File: src/hw/rtl/assert_macros.svh
// ----------------------------------------------------------------------------
// assert_macros
// Assertion helpers shared by the RTL modules.
// ----------------------------------------------------------------------------
// Each expects clk and rst_n in the scope where it is used.
`ifndef ASSERT_MACROS_SVH
`define ASSERT_MACROS_SVH

// Same-cycle implication.
`define ASSERT_IMPL(label, ante, cons) \
  label: assert property (@(posedge clk) disable iff (!rst_n) (ante) |-> (cons)) \
    else $error("assertion failed");

// Next-cycle implication.
`define ASSERT_NEXT(label, ante, cons) \
  label: assert property (@(posedge clk) disable iff (!rst_n) (ante) |=> (cons)) \
    else $error("assertion failed");

`endif

File: src/hw/rtl/htprb_pkg.sv
// ----------------------------------------------------------------------------
// htprb_pkg
// Shared types and constants of the header-triggered packet ring buffer.
// ----------------------------------------------------------------------------
package htprb_pkg;

  localparam int OCC_W = 5;

  typedef enum logic [2:0] {
    ST_STORED = 3'd0,
    ST_NEWMSG = 3'd1,
    ST_FULL   = 3'd2,
    ST_NOROOM = 3'd3,
    ST_BYTE   = 3'd4,
    ST_EMPTY  = 3'd5
  } status_t;

  localparam logic OP_RX  = 1'b0;
  localparam logic OP_POP = 1'b1;

  // Marker match progress
  localparam logic [2:0] MS_PLUS = 3'd1;
  localparam logic [2:0] MS_M    = 3'd2;
  localparam logic [2:0] MS_I    = 3'd3;
  localparam logic [2:0] MS_P    = 3'd4;
  localparam logic [2:0] MS_R    = 3'd5;

  localparam logic [7:0] CH_PLUS = 8'h2B;
  localparam logic [7:0] CH_M    = 8'h4D;
  localparam logic [7:0] CH_I    = 8'h49;
  localparam logic [7:0] CH_P    = 8'h50;
  localparam logic [7:0] CH_R    = 8'h52;

  typedef struct packed {
    logic rx;        // accept a receive beat
    logic pop;       // accept a pop
    logic len_eval;  // evaluate the popped slot length
    logic rd;        // issue one byte read of the popped slot
  } dp_cmd_t;

  typedef struct packed {
    logic q_empty;   // no claimed slots
    logic n_zero;    // popped slot holds no bytes
    logic rd_last;   // current read is the final byte
  } dp_sts_t;

endpackage

File: src/hw/rtl/htprb_ctrl.sv
// ----------------------------------------------------------------------------
// htprb_ctrl
// Sequencer: accepts commands and walks a pop through length fetch and
// byte streaming.
// ----------------------------------------------------------------------------
`include "assert_macros.svh"

module htprb_ctrl (
  input  logic              clk,
  input  logic              rst_n,
  input  logic              start,
  input  logic              in_opcode,
  input  htprb_pkg::dp_sts_t sts,
  output htprb_pkg::dp_cmd_t cmd,
  output logic              busy
);

  import htprb_pkg::*;

  typedef enum logic [3:0] {
    S_IDLE   = 4'b0001,
    S_LEN    = 4'b0010,
    S_STREAM = 4'b0100,
    S_FLUSH  = 4'b1000
  } state_t;

  state_t state_r, state_nxt;

  always_comb begin
    state_nxt = state_r;
    cmd       = '0;
    case (state_r)
      S_IDLE: begin
        if (start) begin
          if (in_opcode == OP_POP) begin
            cmd.pop = 1'b1;
            if (!sts.q_empty) begin
              state_nxt = S_LEN;
            end
          end else begin
            cmd.rx = 1'b1;
          end
        end
      end
      S_LEN: begin
        cmd.len_eval = 1'b1;
        state_nxt    = sts.n_zero ? S_IDLE : S_STREAM;
      end
      S_STREAM: begin
        cmd.rd = 1'b1;
        if (sts.rd_last) begin
          state_nxt = S_FLUSH;
        end
      end
      // wait for the last byte to leave the read register
      S_FLUSH: state_nxt = S_IDLE;
      default: state_nxt = S_IDLE;
    endcase
  end

  assign busy = (state_r != S_IDLE);

  always_ff @(posedge clk) begin
    if (!rst_n) begin
      state_r <= S_IDLE;
    end else begin
      state_r <= state_nxt;
    end
  end

  `ASSERT_NEXT(a_pop_to_len, cmd.pop && !sts.q_empty, state_r == S_LEN)
  `ASSERT_IMPL(a_cmd_excl, 1'b1, $onehot0(cmd))
  `ASSERT_IMPL(a_busy_no_accept, busy, !cmd.rx && !cmd.pop)

endmodule

File: config.mk
export PLATFORM = sky130hd
export DESIGN_NAME = htprb_ctrl
export DESIGN_NICKNAME = d
export VERILOG_FILES = /design/src/hw/rtl/htprb_pkg.sv /design/src/hw/rtl/htprb_ctrl.sv
export VERILOG_INCLUDE_DIRS = /design/src /design/src/hw/rtl
export SDC_FILE = /design/constraint.sdc
export NUM_CORES = 1
export LEC_CHECK = 0
export CAP_MARGIN = 20
export CELL_PAD_IN_SITES_DETAIL_PLACEMENT = 0
export CELL_PAD_IN_SITES_GLOBAL_PLACEMENT = 1
export CORE_AREA = 4 4 41 43
export CTS_CLUSTER_SIZE = 20
export DETAILED_ROUTE_END_ITERATION = 16
export DIE_AREA = 0 0 45 47
export DONT_BUFFER_PORTS = 1
export PLACE_DENSITY = 0.41
export SETUP_SLACK_MARGIN = 0.3
export SLEW_MARGIN = 0
export SYNTH_ARGS = -nofsm -noshare
export SYNTH_HDL_FRONTEND = slang
export SYNTH_SLANG_ARGS = --single-unit
File: constraint.sdc
create_clock -name clk -period 3.8 [get_ports clk]
set_input_delay 0.19 -clock clk [delete_from_list [all_inputs] [get_ports clk]]
set_output_delay 0.19 -clock clk [all_outputs]
set_load 0.03 [all_outputs]
==> out/summary.txt, run 1 <==
Mapped Area - 245 sq um
Regs by FF count - state_r x4
top cells by area, synth - dfxtp_1 33%, nor4_4 8.7%, nor4b_1 7.1%
Syn Area/Cell - 9.81 sq um
worst-margin pin slew - 0.943 ns
final worst path period need - 2.15 ns
largest net degree at the start of global routing - 8
Yosys top cell area share - 32.7%
cts bufs inserted - 3
Final Cycle Share - 56.7%
Fin. Hold Viols - 0
initial antenna violation count - 0
ant diodes - 0
Ports - 12
Max-slew headroom - 36.7%
vias in the first global route - 200
initial core utilization - 18.8%
hpwl dp - 427 um
status - completed
area leader, netlist - dfxtp_1
global route overflow - 0
Chip Height - 47 um
clk_lat worst skew - 0.23 ns
synthesized instance count - 25
Root Buffer - clkbuf_4
hold_buf cts - 0
Initial DRC Count - 3
# rows - 13
layout cell share with drive strength beyond 1 - 22.2%
reg2reg start - state_r[0]$_SDFFE_PN1P_
WL final - 566 um
Setup Viol. Count Final - 0
Vias/cell - 4.67
total die area - 2120 sq um
WHS - 0.0220 ns
worst vdd ir - 0.224 mV
Max Root-Sink Buffers - 2
CTS tree - yes
Initial DRT Pass Iterations - 3
PostCTS Resize Cnt - 0
ANT nets after route - 0
Worst Hold Class - input pin to register
Final Skew - 0.000168 ns
Critical Path End - cmd[3]
Final nets - 36
CP Max Fanout - 7
die width - 45 um
Register-to-Register Path Depth - 2
Worst setup EP type - primary output
H-tree depth - 1
drt drc - 0
max-cap violations - 0
CTS clk-pin slew, worst paths - 0.04 ns
# Post-CTS Setup Buffers - 0
Area growth, synth to finish - 12.2%
post-synthesis sequential area ratio - 32.7%
TritonCTS sink count - 4
Biggest register - state_r
kind of critical path - register to primary output
global-route wire length before repair - 855 um
synth unique cells - 19
endpoint of the worst-slack reg-to-reg timing path - state_r[0]$_SDFFE_PN1P_
Synth Net Count - 32
Critical Path Source - state_r[0]$_SDFFE_PN1P_
crit path DAT - 1.96 ns
element type at the critical path start - register
Ys Warns - 0
GP Congestion - 0.695
CP Data Required Time - 3.61 ns
max reg flops - 4
RSZ-0062 raised after global routing - false
GRT Util Overall - 6.31%
leakage power total - 0.0000985 uW
fmax - 464 MHz
I/O Buffers - 0
routed vias - 196
PwrDens - 410 nW/um^2
r2r setup slk - 2.26 ns
Synth Register Bits - 4
Fin Setup TNS - 0 ns
fin. max-slew vios - 0
average routed wire per standard cell - 13.5 um
core area - 1300 sq um
-- synthesized netlist by cell type --
| master | count |
|---|---|
| dfxtp_1 | 4 |
| nor2_1 | 2 |
| nor3_1 | 2 |
| nor4b_1 | 2 |
| buf_4 | 1 |
| buf_6 | 1 |
| inv_1 | 1 |
| mux2i_1 | 1 |
| nand2_1 | 1 |
| nand2b_1 | 1 |
| nand3b_1 | 1 |
| nor3b_2 | 1 |
| nor4_1 | 1 |
| nor4_4 | 1 |
| o21a_1 | 1 |
| o221ai_1 | 1 |
| o22ai_1 | 1 |
| or2b_1 | 1 |
| or4b_1 | 1 |
-- layer usage --
metal  wire, um  share of wire (%)  global-route usage (%)
met1        240                 42                    5.67
met2        244                 43                    8.19
met3         77                 14                    7.66
met4          4               0.71                    3.51
met5          0                  0                       0
-- worst max-delay path, cell delays in order, from the launching register on --
cell	delay, ns
dfxtp_1	0.44
or4b_1	0.73
nor3b_2	0.55
-- worst min path at each step --
| stage | startpoint | end | slack (ns) | cells past startpoint |
|---|---|---|---|---|
| 2_1_floorplan | sts[2] | state_r[1]$_SDFFE_PN0P_ | 0.26 | 1 |
| 3_3_place_gp | sts[2] | state_r[1]$_SDFFE_PN0P_ | 0.26 | 1 |
| 3_5_place_dp | sts[2] | state_r[1]$_SDFFE_PN0P_ | 0.26 | 1 |
| 4_1_cts | sts[2] | state_r[1]$_SDFFE_PN0P_ | 0.02 | 1 |
| 5_1_grt | sts[2] | state_r[1]$_SDFFE_PN0P_ | 0.004 | 1 |
| 6_report | sts[2] | state_r[1]$_SDFFE_PN0P_ | 0.02 | 1 |
-- power by group --
group | internal [uW] | switching (uW)
Combinational | 4.14 | 10.5
Clock | 35.3 | 17.6
Sequential | 43.4 | 2.06
-- per-stage QoR --
| step | cell area (sq um) | total power (uW) | utilization (%) | instances | setup slack, ns |
|---|---|---|---|---|---|
| finish | 275 | 113 | 21.2 | 42 | 1.65 |
| global placement | 253 | 60.7 | 19.4 | 39 | 1.88 |
| global route | 275 | 122 | 21.2 | 42 | 1.55 |
| detailed placement | 253 | 60.7 | 19.4 | 39 | 1.89 |
| floorplan | 245 | 62.0 | - | 25 | 2.12 |
| CTS | 275 | 115 | 21.2 | 42 | 1.63 |
-- placed cells by master, fill, tap and decap left out, drive strengths merged --
| cell | instances |
|---|---|
| nor4 | 2 |
| mux2i | 1 |
| o21a | 1 |
| buf | 1 |
| nor3b | 1 |
| or4b | 1 |
| clkbuf | 3 |
| nor3 | 2 |
| nand3b | 1 |
| nand2 | 1 |
| dfxtp | 4 |
| o221ai | 1 |
| nand2b | 1 |
| nor4b | 2 |
| nor2 | 2 |
| o22ai | 1 |
| or2b | 1 |
| inv | 1 |
-- layout make-up --
| class | count | area, sq um |
|---|---|---|
| well taps | 15 | 18.8 |
| fillers | 143 | 1030 |
| repair buffers | 1 | 7.51 |
| clock buffers | 3 | 22.5 |
| multi-input cells | 18 | 143 |
| flip-flops and latches | 4 | 80.1 |
| inverters | 1 | 3.75 |
-- cell families after synthesis --
| kind of cell | after synthesis | share of synthesized area, % |
|---|---|---|
| and+or+nand+nor | 14 | 44.9 |
| buffers and inverters | 3 | 9.18 |
| muxes | 1 | 4.08 |
| DFF | 4 | 32.7 |
| AOI/OAI and AO/OA | 3 | 9.19 |
(Power assumes the default switching activity.)
==> inputs of run 2 (changes only) <==
--- a/config.mk
+++ b/config.mk
@@ -14,7 +14,7 @@
 export DETAILED_ROUTE_END_ITERATION = 16
 export DIE_AREA = 0 0 45 47
 export DONT_BUFFER_PORTS = 1
-export PLACE_DENSITY = 0.41
+export PLACE_DENSITY = 0.42
 export SETUP_SLACK_MARGIN = 0.3
 export SLEW_MARGIN = 0
 export SYNTH_ARGS = -nofsm -noshare
==> constraint.sdc (replaced) <==
create_clock -name clk -period 1.93 [get_ports clk]
set_input_delay 0.0965 -clock clk [delete_from_list [all_inputs] [get_ports clk]]
set_output_delay 0.0965 -clock clk [all_outputs]
set_load 0.03 [all_outputs]
==> run 2 against run 1 <==
Effect of this change:
- utilization increased by 5.6 points
- largest power group unchanged
- count of clock-buffer cells in the layout unchanged
- sequential share of layout area decreased by 5.0 points
- critical path type unchanged
- highest routed layer unchanged
- global-route usage increased by 0.86 points
- critical path depth increased by 1
- final area increased by 26%
- via count increased by 16%
- worst setup slack got worse by 1.3 ns
- die area unchanged
==> out/summary.txt, run 2 (synthesis gave the netlist of run 1 again) <==
status - completed
Initial DRT Pass Iterations - 2 (-1)
kind of critical path - register to primary output
Biggest register - state_r
# rows - 13 (unchanged)
crit-path cells - or4b_4 > nor3b_2 > buf_4
Chip Height - 47 um (unchanged)
Vias/cell - 4.54 (-2.7%)
Buf/Inv on CP - 1 (+1)
fin. max-slew vios - 0 (unchanged)
Non-Filler Instances - 50 (+19%)
leakage power total - 0.000138 uW (+41%)
GP Congestion - 0.674 (-3.1%)
GR peak layer - met1
final worst path period need - 1.57 ns
initial core utilization - 18.8% (unchanged)
ant diodes - 0 (unchanged)
commonest non-fill, non-tap cell in the layout - buf_4
CTS clk-pin slew, worst paths - 0.04 ns (about the same)
fmax - 638 MHz
layout cell share with drive strength beyond 1 - 45.7% (+23 points)
Worst Hold Class - input pin to register
slowest CP cell - or4b_4
largest net degree at the start of global routing - 8 (unchanged)
Worst setup EP type - primary output
max-cap violations - 0 (unchanged)
WL final - 602 um (+6.4%)
ANT nets after route - 0 (unchanged)
# placed instances - 43 (+10%)
commonest cells after routing, fill and taps aside - 7 x buf_4, 3 x clkbuf_4, 3 x dfxtp_2
Max Root-Sink Buffers - 2 (unchanged)
cts bufs inserted - 3 (unchanged)
Ports - 12 (unchanged)
Root Buffer - clkbuf_4
worst vdd ir - 0.514 mV (+130%)
GRT Util Overall - 7.18% (+0.86 points)
max reg flops - 4 (unchanged)
worst-margin pin slew - 0.250 ns (-0.693 ns)
RSZ-0062 raised after global routing - false
element type at the critical path start - register
global route overflow - 0 (unchanged)
Final Cycle Share - 81.2%
global-route wire length before repair - 959 um (+12%)
Setup Viol. Count Final - 0 (unchanged)
Fin. Hold Viols - 0 (unchanged)
crit path DAT - 1.47 ns (-0.49 ns)
CTS tree - yes
Final nets - 44 (+22%)
Initial DRC Count - 1 (-2)
Final Skew - 0.00838 ns (+0.00821 ns)
met1 usage - 9.05% (+3.4 points)
routed vias - 227 (+16%)
clk_lat worst skew - 0.24 ns (about the same)
die width - 45 um (unchanged)
CP Max Fanout - 6 (-1)
vias in the first global route - 219 (+9.5%)
worst stage delay on the critical path - 0.56 ns (-0.17 ns)
total die area - 2120 sq um (unchanged)
TritonCTS sink count - 4 (unchanged)
I/O Buffers - 0 (unchanged)
M3 GR Usage - 6.13% (-1.5 points)
Regs by FF count - state_r x4
core area - 1300 sq um (unchanged)
met2 Track Usage GR - 7.34% (-0.85 points)
delay-heaviest family, CP - simple AND/OR/NAND/NOR gates
PwrDens - 693 nW/um^2 (+69%)
initial antenna violation count - 0 (unchanged)
Fin Setup TNS - 0 ns (unchanged)
average routed wire per standard cell - 12.0 um (-11%)
Max-slew headroom - 83.1% (+46 points)
CP Data Required Time - 1.83 ns (-1.78 ns)
H-tree depth - 1 (unchanged)
drt drc - 0 (unchanged)
Area growth, synth to finish - 41.8%
[run 2: worst reg2reg max path, stage by stage (launching register included)]
cell and delay, ns:
dfxtp_2 0.34, or4b_4 0.56, buf_4 0.16, buf_4 0.14, nor4_4 0.19
[run 2: final timing paths]
check / from / endpoint / slack (ns) / depth (start not counted)
worst max-delay path: state_r[3]$_SDFFE_PN0P_ / cmd[3] / 0.36 / 3
worst min-delay path: start / state_r[1]$_SDFFE_PN0P_ / 0.06 / 2
worst max register to register: state_r[3]$_SDFFE_PN0P_ / state_r[1]$_SDFFE_PN0P_ / 0.46 / 4
worst min register to register: state_r[3]$_SDFFE_PN0P_ / state_r[3]$_SDFFE_PN0P_ / 0.48 / 1
[run 2: layer usage]
| metal | up-vias | part of all wire [%] |
|---|---|---|
| met5 | - | 0 |
| met4 | 0 | 2.0 |
| met3 | 2 | 15 |
| met2 | 16 | 35 |
| met1 | 95 | 48 |
| li1 | 114 | - |
[run 2: metrics by stage]
step                worst slack (ns)  area, sq um  power [uW]  utilization, %  hold slack (ns)
global route                   0.304          348         260            26.7           0.0670
CTS                            0.327          335         246            25.8           0.0141
detailed placement             0.410          283         126            21.7            0.171
global placement               0.432          283         126            21.7            0.173
finish                         0.363          348         241            26.7           0.0588
floorplan                      0.345          245         122               -            0.167
[run 2: power breakdown]
part,switching (uW),internal [uW]
Combinational,24.6,22.9
Clock,34.0,69.5
Sequential,4.11,85.8
[run 2: final cells by class]
| cell class | count | area, sq um |
|---|---|---|
| tap | 15 | 18.8 |
| inverter | 1 | 3.75 |
| timing repair buffer | 9 | 72.6 |
| fill | 150 | 953 |
| multi-input combinational | 18 | 146 |
| clock buffer | 3 | 22.5 |
| sequential | 4 | 83.8 |
[run 2: repair_timing]
action,in CTS,in global routing
endpoints found under the setup margin,3,1
pin swaps,1,0
hold endpoints to repair,1,1
hold buffers,1,1
gates resized for setup,2,2
setup buffers,2,0
